--- src/sv/sha_pkg.sv ---
// Shared types, codes and constants of the SHA-256 stream hasher.
`default_nettype none

package sha_pkg;

  localparam int unsigned WORD_W  = 32;
  localparam int unsigned NUM_H   = 8;
  localparam int unsigned BLK_W   = 512;

  // Input operation codes.
  localparam logic OP_ABSORB = 1'b0;
  localparam logic OP_FINISH = 1'b1;

  localparam logic [7:0] PAD_MARK = 8'h80;

  // Eight chaining words, element 0 is H0.
  typedef logic [NUM_H-1:0][WORD_W-1:0] sha_hash_t;

  localparam sha_hash_t SHA_INIT_H = {
    32'h5be0cd19, 32'h1f83d9ab, 32'h9b05688c, 32'h510e527f,
    32'ha54ff53a, 32'h3c6ef372, 32'hbb67ae85, 32'h6a09e667
  };

  // Control from the sequencer to the compression engine.
  typedef struct packed {
    logic start;   // load working vars from the chaining words
    logic reinit;  // return chaining words to the initial value
  } sha_core_ctl_t;

  // Status from the compression engine.
  typedef struct packed {
    logic shift;   // advance the message schedule by one word
    logic done;    // chaining words updated this cycle
  } sha_core_sts_t;

  function automatic logic [31:0] sha_round_k(input logic [5:0] t);
    logic [31:0] k;
    case (t)
      6'd0:  k = 32'h428a2f98;  6'd1:  k = 32'h71374491;
      6'd2:  k = 32'hb5c0fbcf;  6'd3:  k = 32'he9b5dba5;
      6'd4:  k = 32'h3956c25b;  6'd5:  k = 32'h59f111f1;
      6'd6:  k = 32'h923f82a4;  6'd7:  k = 32'hab1c5ed5;
      6'd8:  k = 32'hd807aa98;  6'd9:  k = 32'h12835b01;
      6'd10: k = 32'h243185be;  6'd11: k = 32'h550c7dc3;
      6'd12: k = 32'h72be5d74;  6'd13: k = 32'h80deb1fe;
      6'd14: k = 32'h9bdc06a7;  6'd15: k = 32'hc19bf174;
      6'd16: k = 32'he49b69c1;  6'd17: k = 32'hefbe4786;
      6'd18: k = 32'h0fc19dc6;  6'd19: k = 32'h240ca1cc;
      6'd20: k = 32'h2de92c6f;  6'd21: k = 32'h4a7484aa;
      6'd22: k = 32'h5cb0a9dc;  6'd23: k = 32'h76f988da;
      6'd24: k = 32'h983e5152;  6'd25: k = 32'ha831c66d;
      6'd26: k = 32'hb00327c8;  6'd27: k = 32'hbf597fc7;
      6'd28: k = 32'hc6e00bf3;  6'd29: k = 32'hd5a79147;
      6'd30: k = 32'h06ca6351;  6'd31: k = 32'h14292967;
      6'd32: k = 32'h27b70a85;  6'd33: k = 32'h2e1b2138;
      6'd34: k = 32'h4d2c6dfc;  6'd35: k = 32'h53380d13;
      6'd36: k = 32'h650a7354;  6'd37: k = 32'h766a0abb;
      6'd38: k = 32'h81c2c92e;  6'd39: k = 32'h92722c85;
      6'd40: k = 32'ha2bfe8a1;  6'd41: k = 32'ha81a664b;
      6'd42: k = 32'hc24b8b70;  6'd43: k = 32'hc76c51a3;
      6'd44: k = 32'hd192e819;  6'd45: k = 32'hd6990624;
      6'd46: k = 32'hf40e3585;  6'd47: k = 32'h106aa070;
      6'd48: k = 32'h19a4c116;  6'd49: k = 32'h1e376c08;
      6'd50: k = 32'h2748774c;  6'd51: k = 32'h34b0bcb5;
      6'd52: k = 32'h391c0cb3;  6'd53: k = 32'h4ed8aa4a;
      6'd54: k = 32'h5b9cca4f;  6'd55: k = 32'h682e6ff3;
      6'd56: k = 32'h748f82ee;  6'd57: k = 32'h78a5636f;
      6'd58: k = 32'h84c87814;  6'd59: k = 32'h8cc70208;
      6'd60: k = 32'h90befffa;  6'd61: k = 32'ha4506ceb;
      6'd62: k = 32'hbef9a3f7;  6'd63: k = 32'hc67178f2;
      default: k = 32'h0;
    endcase
    return k;
  endfunction

endpackage

`default_nettype wire

--- src/sv/sha_if.sv ---
// Valid/ready channel interfaces for the hasher input and digest output.
`default_nettype none

interface sha_in_if;
  logic       valid;
  logic       ready;
  logic       op;
  logic [7:0] data_byte;

  modport source (output valid, output op, output data_byte, input ready);
  modport sink   (input valid, input op, input data_byte, output ready);
endinterface

interface sha_out_if;
  logic        valid;
  logic        ready;
  logic [31:0] digest_word;
  logic [2:0]  word_index;
  logic        last;

  modport source (output valid, output digest_word, output word_index, output last,
                  input ready);
  modport sink   (input valid, input digest_word, input word_index, input last,
                  output ready);
endinterface

`default_nettype wire

--- src/sv/sha_core.sv ---
// SHA-256 compression engine: one round per cycle plus the schedule word.
`default_nettype none

module sha_core (
  input  wire logic                   clk,
  input  wire logic                   rst_n,
  input  wire sha_pkg::sha_core_ctl_t ctl,
  input  wire logic [31:0]            w0,
  input  wire logic [31:0]            w1,
  input  wire logic [31:0]            w9,
  input  wire logic [31:0]            w14,
  output      logic [31:0]            w_new,
  output      sha_pkg::sha_core_sts_t sts,
  output      sha_pkg::sha_hash_t     hash
);

  typedef enum logic [2:0] {
    C_IDLE  = 3'b001,
    C_ROUND = 3'b010,
    C_ADD   = 3'b100
  } core_state_t;

  core_state_t        cst_r, cst_nxt;
  sha_pkg::sha_hash_t h_r, h_nxt;
  sha_pkg::sha_hash_t v_r, v_nxt;
  logic [5:0]         rnd_r, rnd_nxt;
  logic [31:0]        t1, t2;

  function automatic logic [31:0] rotr(input logic [31:0] x, input int unsigned n);
    return (x >> n) | (x << (32 - n));
  endfunction

  always_comb begin
    t1 = v_r[7] + (rotr(v_r[4], 6) ^ rotr(v_r[4], 11) ^ rotr(v_r[4], 25))
       + ((v_r[4] & v_r[5]) ^ (~v_r[4] & v_r[6]))
       + sha_pkg::sha_round_k(rnd_r) + w0;
    t2 = (rotr(v_r[0], 2) ^ rotr(v_r[0], 13) ^ rotr(v_r[0], 22))
       + ((v_r[0] & v_r[1]) ^ (v_r[0] & v_r[2]) ^ (v_r[1] & v_r[2]));
    w_new = (rotr(w14, 17) ^ rotr(w14, 19) ^ (w14 >> 10)) + w9
          + (rotr(w1, 7) ^ rotr(w1, 18) ^ (w1 >> 3)) + w0;
  end

  always_comb begin
    cst_nxt = cst_r;
    h_nxt   = h_r;
    v_nxt   = v_r;
    rnd_nxt = rnd_r;
    unique case (cst_r)
      C_IDLE: begin
        if (ctl.start) begin
          v_nxt   = h_r;
          rnd_nxt = '0;
          cst_nxt = C_ROUND;
        end
      end
      C_ROUND: begin
        v_nxt[7] = v_r[6];
        v_nxt[6] = v_r[5];
        v_nxt[5] = v_r[4];
        v_nxt[4] = v_r[3] + t1;
        v_nxt[3] = v_r[2];
        v_nxt[2] = v_r[1];
        v_nxt[1] = v_r[0];
        v_nxt[0] = t1 + t2;
        rnd_nxt  = rnd_r + 6'd1;
        if (rnd_r == 6'd63) begin
          cst_nxt = C_ADD;
        end
      end
      C_ADD: begin
        for (int i = 0; i < sha_pkg::NUM_H; i++) begin
          h_nxt[i] = h_r[i] + v_r[i];
        end
        cst_nxt = C_IDLE;
      end
      default: cst_nxt = C_IDLE;
    endcase
    if (ctl.reinit) begin
      h_nxt = sha_pkg::SHA_INIT_H;
    end
  end

  always_ff @(posedge clk) begin
    if (!rst_n) begin
      cst_r <= C_IDLE;
      h_r   <= sha_pkg::SHA_INIT_H;
      rnd_r <= '0;
    end else begin
      cst_r <= cst_nxt;
      h_r   <= h_nxt;
      rnd_r <= rnd_nxt;
    end
  end

  always_ff @(posedge clk) begin
    v_r <= v_nxt;
  end

  assign sts.shift = (cst_r == C_ROUND);
  assign sts.done  = (cst_r == C_ADD);
  assign hash      = h_r;

endmodule

`default_nettype wire

--- src/sv/sha256_stream_hasher_unit.sv ---
// Top level of the SHA-256 stream hasher: byte intake, padding and digest output.
//
// Usage: in_if carries one word per message byte (op absorb, data_byte) or a
// finish word (op finish, data_byte ignored). out_if returns the digest as eight
// 32-bit words, word_index 0 to 7, big-endian within each word, last on word 7.
// Timing: an absorb word is taken whenever the block is idle; the word that
// completes a 64-byte block also starts a compression that holds in_if.ready
// low through the 64 rounds on the single round unit and the chaining add (the
// working registers load on the accepting edge). A finish feeds the pad bytes
// one per cycle through the same byte path, runs one or two compressions, then
// presents the digest words one per cycle while out_if.ready is high.
// The shared round unit and the byte-wide block shifter bound the sustained
// rate: no message byte is taken while a compression runs.
// Reset: rst_n is synchronous; it returns the chaining words to the SHA-256
// initial value, clears the byte count and leaves the block ready for a new
// message. After the last digest word the block reinitializes the same way.
// Stalls: while out_if.ready is low the current digest word holds on the port
// and no input word is taken.
`default_nettype none

module sha256_stream_hasher_unit (
  input wire logic clk,
  input wire logic rst_n,
  sha_in_if.sink   in_if,
  sha_out_if.source out_if
);

  typedef enum logic [3:0] {
    S_IDLE = 4'b0001,
    S_PAD  = 4'b0010,
    S_COMP = 4'b0100,
    S_OUT  = 4'b1000
  } state_t;

  state_t                 st_r, st_nxt;
  logic [sha_pkg::BLK_W-1:0] blk_r, blk_nxt;
  logic [5:0]             pos_r, pos_nxt;
  logic [60:0]            cnt_r, cnt_nxt;
  logic                   pad_r, pad_nxt;
  logic                   mark_r, mark_nxt;
  logic                   len_en_r, len_en_nxt;
  logic                   final_r, final_nxt;
  logic [2:0]             idx_r, idx_nxt;

  logic                   shift_byte;
  logic [7:0]             byte_in;
  logic [7:0]             pad_byte;
  logic [63:0]            bit_len;
  logic                   in_take, out_take;

  sha_pkg::sha_core_ctl_t ctl;
  sha_pkg::sha_core_sts_t sts;
  sha_pkg::sha_hash_t     hash;
  logic [31:0]            w_new;

  sha_core u_core (
    .clk   (clk),
    .rst_n (rst_n),
    .ctl   (ctl),
    .w0    (blk_r[511:480]),
    .w1    (blk_r[479:448]),
    .w9    (blk_r[223:192]),
    .w14   (blk_r[63:32]),
    .w_new (w_new),
    .sts   (sts),
    .hash  (hash)
  );

  assign in_if.ready = (st_r == S_IDLE);
  assign in_take     = in_if.valid && in_if.ready;
  assign out_take    = out_if.valid && out_if.ready;

  // Message length in bits; pad bytes never bump the count.
  assign bit_len = {cnt_r, 3'b000};

  // Pad byte: the mark first, zeros, then the length from offset 56 on.
  always_comb begin
    if (mark_r) begin
      pad_byte = sha_pkg::PAD_MARK;
    end else if (len_en_r && (pos_r[5:3] == 3'b111)) begin
      pad_byte = bit_len[{~pos_r[2:0], 3'b000} +: 8];
    end else begin
      pad_byte = 8'h00;
    end
  end

  always_comb begin
    st_nxt     = st_r;
    pos_nxt    = pos_r;
    cnt_nxt    = cnt_r;
    pad_nxt    = pad_r;
    mark_nxt   = mark_r;
    len_en_nxt = len_en_r;
    final_nxt  = final_r;
    idx_nxt    = idx_r;
    shift_byte = 1'b0;
    byte_in    = pad_byte;
    ctl        = '0;
    unique case (st_r)
      S_IDLE: begin
        if (in_take) begin
          if (in_if.op == sha_pkg::OP_FINISH) begin
            pad_nxt  = 1'b1;
            mark_nxt = 1'b1;
            st_nxt   = S_PAD;
          end else begin
            shift_byte = 1'b1;
            byte_in    = in_if.data_byte;
            pos_nxt    = pos_r + 6'd1;
            cnt_nxt    = cnt_r + 61'd1;
            if (pos_r == 6'd63) begin
              ctl.start = 1'b1;
              st_nxt    = S_COMP;
            end
          end
        end
      end
      S_PAD: begin
        shift_byte = 1'b1;
        pos_nxt    = pos_r + 6'd1;
        mark_nxt   = 1'b0;
        // Length fits in this block only if the mark lands before offset 56.
        if (mark_r) begin
          len_en_nxt = (pos_r[5:3] != 3'b111);
        end
        if (pos_r == 6'd63) begin
          ctl.start  = 1'b1;
          final_nxt  = len_en_r && !mark_r;
          len_en_nxt = 1'b1;
          st_nxt     = S_COMP;
        end
      end
      S_COMP: begin
        if (sts.done) begin
          if (final_r) begin
            idx_nxt = '0;
            st_nxt  = S_OUT;
          end else if (pad_r) begin
            st_nxt = S_PAD;
          end else begin
            st_nxt = S_IDLE;
          end
        end
      end
      S_OUT: begin
        if (out_take) begin
          idx_nxt = idx_r + 3'd1;
          if (idx_r == 3'd7) begin
            // Drop back to a fresh message.
            ctl.reinit = 1'b1;
            cnt_nxt    = '0;
            pos_nxt    = '0;
            pad_nxt    = 1'b0;
            len_en_nxt = 1'b0;
            final_nxt  = 1'b0;
            st_nxt     = S_IDLE;
          end
        end
      end
      default: st_nxt = S_IDLE;
    endcase
  end

  // Block store: bytes shift in at the bottom; during rounds the schedule
  // word shifts in, so the top word is always the current round's word.
  always_comb begin
    if (shift_byte) begin
      blk_nxt = {blk_r[sha_pkg::BLK_W-9:0], byte_in};
    end else if (sts.shift) begin
      blk_nxt = {blk_r[sha_pkg::BLK_W-33:0], w_new};
    end else begin
      blk_nxt = blk_r;
    end
  end

  always_ff @(posedge clk) begin
    if (!rst_n) begin
      st_r     <= S_IDLE;
      pos_r    <= '0;
      cnt_r    <= '0;
      pad_r    <= 1'b0;
      mark_r   <= 1'b0;
      len_en_r <= 1'b0;
      final_r  <= 1'b0;
      idx_r    <= '0;
    end else begin
      st_r     <= st_nxt;
      pos_r    <= pos_nxt;
      cnt_r    <= cnt_nxt;
      pad_r    <= pad_nxt;
      mark_r   <= mark_nxt;
      len_en_r <= len_en_nxt;
      final_r  <= final_nxt;
      idx_r    <= idx_nxt;
    end
  end

  always_ff @(posedge clk) begin
    blk_r <= blk_nxt;
  end

  // Hold the digest word on the port until taken.
  assign out_if.valid       = (st_r == S_OUT);
  assign out_if.digest_word = hash[idx_r];
  assign out_if.word_index  = idx_r;
  assign out_if.last        = (idx_r == 3'd7);

endmodule

`default_nettype wire
--- src/flat_wrapper.sv ---
// flat-port wrapper written by rule: the top's interface ports become plain ports
module sha256_stream_hasher_unit_flat 
  (clk, rst_n, in_if_valid, in_if_op, in_if_data_byte, in_if_ready, out_if_valid, out_if_digest_word, out_if_word_index, out_if_last, out_if_ready);
  sha_in_if in_if_i ();
  sha_out_if out_if_i ();
  input wire logic clk;
  input wire logic rst_n;
  input wire logic [$bits(in_if_i.valid)-1:0] in_if_valid;
  input wire logic [$bits(in_if_i.op)-1:0] in_if_op;
  input wire logic [$bits(in_if_i.data_byte)-1:0] in_if_data_byte;
  output wire logic [$bits(in_if_i.ready)-1:0] in_if_ready;
  output wire logic [$bits(out_if_i.valid)-1:0] out_if_valid;
  output wire logic [$bits(out_if_i.digest_word)-1:0] out_if_digest_word;
  output wire logic [$bits(out_if_i.word_index)-1:0] out_if_word_index;
  output wire logic [$bits(out_if_i.last)-1:0] out_if_last;
  input wire logic [$bits(out_if_i.ready)-1:0] out_if_ready;
  assign in_if_i.valid = in_if_valid;
  assign in_if_i.op = in_if_op;
  assign in_if_i.data_byte = in_if_data_byte;
  assign in_if_ready = in_if_i.ready;
  assign out_if_valid = out_if_i.valid;
  assign out_if_digest_word = out_if_i.digest_word;
  assign out_if_word_index = out_if_i.word_index;
  assign out_if_last = out_if_i.last;
  assign out_if_i.ready = out_if_ready;
  sha256_stream_hasher_unit u_core (.clk(clk), .rst_n(rst_n), .in_if(in_if_i), .out_if(out_if_i));
endmodule
--- config.mk ---
export PLATFORM = sky130hd
export DESIGN_NAME = sha256_stream_hasher_unit_flat
export DESIGN_NICKNAME = d
export VERILOG_FILES = /design/src/sv/sha_pkg.sv /design/src/sv/sha_if.sv /design/src/sv/sha_core.sv /design/src/sv/sha256_stream_hasher_unit.sv /design/src/flat_wrapper.sv
export SDC_FILE = /design/constraint.sdc
export NUM_CORES = 2
export LEC_CHECK = 0
export ABC_AREA = 1
export CAP_MARGIN = 10
export CORE_UTILIZATION = 40
export DETAILED_ROUTE_END_ITERATION = 7
export DONT_BUFFER_PORTS = 1
export GPL_TIMING_DRIVEN = 0
export PLACE_DENSITY = 0.62
export SLEW_MARGIN = 20
export SYNTH_ARGS = -nofsm -noshare
export SYNTH_HDL_FRONTEND = slang
export SYNTH_SLANG_ARGS = --single-unit
--- constraint.sdc ---
create_clock -name clk -period 50.3 [get_ports clk]
set_input_delay 10.06 -clock clk [delete_from_list [all_inputs] [get_ports clk]]
set_output_delay 10.06 -clock clk [all_outputs]
set_load 0.01 [all_outputs]
==> results.cfg <==
[status]
status = completed

[yosys]
synthTopCellsByCount = 3,337 x nand2_1, 1,177 x inv_1, 913 x o21ai_0, 879 x a21oi_1, 768 x edfxtp_1
yosysTopAreaCellShare = 0.281
postSynthCellCount = 11000
yosys.area_share.xor_xnor = 0.0456
syn_area_per_cell_um2 = 7.45
muxShareOfSynthArea = 0.00136
yosys_register_bits = 1143
synth_edf_count = 768
synth_cell_types = 64
seq_area_frac_synth = 0.373
synth_area_um2 = 82100
netlist_top_cells_area = edfxtp_1 28%, nand2_1 15%, dfxtp_1 9.1%, ha_1 6.0%, o21ai_0 5.6%
synth.most_common_cell = nand2_1
synth_nets = 11600
yosys_warnings = 0
synth_top_family_by_area = simple AND/OR/NAND/NOR gates
synth_adder_area_share = 0.108
synth_ff_type = edfxtp_1
yosys.area_share.simple = 0.247
synth_top_cell_by_area = edfxtp_1
async_flop_share = 0
synth_compound_area_frac = 0.147

[die]
dieArea_um2 = 207000
start_util = 0.404
fp.coreArea_um2 = 203000
dieHeight_um = 455
fp.dieW_um = 455
io_pins = 51
placementRows = 165

[layout]
drive_above_1_share = 0.0447
area_growth_pct = 11.0
layout.cells.non_filler = 14000
fillers = 20900
final_nets = 11800

[clock_network]
cts_max_level = 4
clkTransAtPathRegs_ns = 0.06
clock-sinks = 1143
clock_latency_ns = 0.84
cts_tree = yes
cts_setup_buffers = 0
cts_resized = 0
numCtsBuffers = 143
clockBufferDepth = 3
clockRootBuffer = clkbuf_16
cts_hold_buf = 0

[critical_path]
regToRegSetupSlack_ns = 41.06
crit_fanout = 10
crit_arrival_ns = 4.77
critPathLaunch = u_core.out_if.word_index[0]
required_ns = 40.24
crit_type = flop to output pin
cp-start-kind = flop
end_kind = output pin
rr_worst_depth = 32
r2r-end = u_core.u_core.v_r[18]
r2r_start = u_core.u_core.v_r[140]

[sta]
skew_ns = 0.0571
fin_crit_ns = 14.83
max_freq_ghz = 0.0674
drv_slew = 0
slew_headroom = 0.123
rsz0062_at_grt = false
worst_pin_slew_ns = 1.30
tns_ns = 0
finalSetupViolCount = 0
hold_viol = 0
post-route-period-util = 0.295

[routing]
wl_per_cell_um = 30.2
firstDrtPassIters = 7
vias = 82700
drt_iter0_markers = 12200
final_antenna_net_count = 0
wl_mm = 422
via_per_inst = 5.91
drc = 0

[grt]
grt_util_met3 = 0.0901
grt_pass1_wl_mm = 580
first_global_vias = 75700
grt_max_degree = 88
use_met1 = 0.578
overflow = 0
grt.busiest_layer = met1
grt_antenna_before_repair = 36
grtUsageTotal = 0.398
globalRouteMet2Util = 0.563

[placed_design]
dp_cells = 13700
hpwl_mm = 341
portBuffers = 0
place.gp.congestion = 1.04

[worst_hold_path]
min_from = u_core.len_en_r
whs_path_depth = 2
hp-class = flop to flop
worstHoldEndpoint = u_core.len_en_r

[flow_run]
cap_violations = 0

[pwr]
power.density_nw_per_um2 = 35.5
leakagePower_nw = 39.9
vdd_drop_max_mv = 0.0377
registers in the layout, indices dropped and copies added, names as in the netlist, named ones only:
name / cells
u_core.cnt_r: 61
u_core.u_core.v_r: 256
u_core.pos_r: 6
u_core.u_core.cst_r: 3
u_core.blk_r: 512
u_core.pad_r: 1
u_core.out_if.word_index: 3
u_core.u_core.rnd_r: 6
u_core.u_core.hash: 256
u_core.final_r: 1
u_core.mark_r: 1
u_core.st_r: 4
u_core.len_en_r: 1
worst max path at each step:
stage                              to  slack (ns)  cells past startpoint
6_report       out_if_digest_word[28]       35.47                      6
2_1_floorplan         u_core.blk_r[0]       27.30                      7
4_1_cts         out_if_digest_word[5]       35.62                      5
3_3_place_gp        u_core.blk_r[100]       21.56                      7
5_1_grt        out_if_digest_word[28]       35.50                      6
3_5_place_dp                     flop       36.37                     17
report_power, final:
part / internal, mW / switching, mW / total, mW
sequential: 1.09 / 0.0414 / 1.13
combinational: 0.301 / 0.694 / 0.995
clock: 0.628 / 0.477 / 1.11
total: 2.02 / 1.21 / 3.23
cells by family (layout without fill, tap and decap cells):
kind of cell / count (synthesis) / after routing
simple gates: 4960 / 4960
compound gates: 2214 / 2214
buf+inv: 1670 / 1965
flops: 1143 / 1143
fa+ha+maj: 589 / 589
xor+xnor: 427 / 427
mux: 10 / 10
other cells: 0 / 16
placed cells by master (no fill, tap or decap), types with 14 or more instances in the layout:
| cell | count |
|---|---|
| edfxtp_1 | 768 |
| xnor2_1 | 166 |
| o21bai_1 | 79 |
| nand2_1 | 3336 |
| diode_2 | 16 |
| clkbuf_2 | 25 |
| xor2_1 | 261 |
| o21a_1 | 27 |
| o21ai_0 | 906 |
| o221ai_1 | 14 |
| or2_2 | 46 |
| o22ai_1 | 15 |
| nand3_1 | 572 |
| nor4_1 | 27 |
| nor2_1 | 663 |
| o211ai_1 | 50 |
| inv_1 | 1177 |
| a211oi_1 | 14 |
| a21boi_0 | 50 |
| clkbuf_1 | 358 |
| a31oi_1 | 80 |
| buf_2 | 90 |
| clkinv_1 | 16 |
| clkbuf_16 | 146 |
| o21ai_1 | 14 |
| buf_16 | 17 |
| nand3b_1 | 17 |
| fa_1 | 195 |
| a21oi_1 | 878 |
| bufinv_16 | 14 |
| buf_1 | 24 |
| a21o_1 | 48 |
| inv_2 | 16 |
| nand4_1 | 123 |
| nor3_1 | 125 |
| clkinv_2 | 24 |
| dfxtp_1 | 374 |
| ha_1 | 393 |
cell type report:
cell class                 instances  area (um2)  share of cell area
timing repair buffer              27         668             0.00733
antenna                           16        40.0            0.000439
clock buffer                     187        3890              0.0427
inverter                        1194        4480              0.0492
sequential                      1143       30600               0.336
tap                             2672        3340              0.0367
buffer                           476        1980              0.0217
multi-input combinational       8200       45100               0.495
clock inverter                    81        1040              0.0114
layer usage:
metal	vias to the layer above	wire [um]
met5	-	105
met4	14	21100
met3	794	47000
met2	4919	170000
met1	40100	184000
li1	36900	-
worst max-delay path, cell delays in order, from the launching register on:
cell and delay [ns]:
dfxtp_1 0.89, clkbuf_1 0.34, clkbuf_1 0.98, o21ai_0 0.17, o22ai_1 0.75, nor2_1 0.22, a31oi_1 0.57
through the flow:
stage                      util  setup WS (ns)  hold WS (ns)  cell area (um2)  total power, mW
final                     0.449          35.47         0.465            91100             3.23
after global routing      0.449          35.50         0.504            91100             3.35
after CTS                 0.449          35.62         0.465            91100             3.20
after detailed placement  0.424          36.37         0.457            86100             2.10
after global placement    0.421          21.56         0.450            85400             2.12
after floorplan               -          27.30         0.437            82100             1.76
Note: power is estimated with default switching activity, not from simulation.
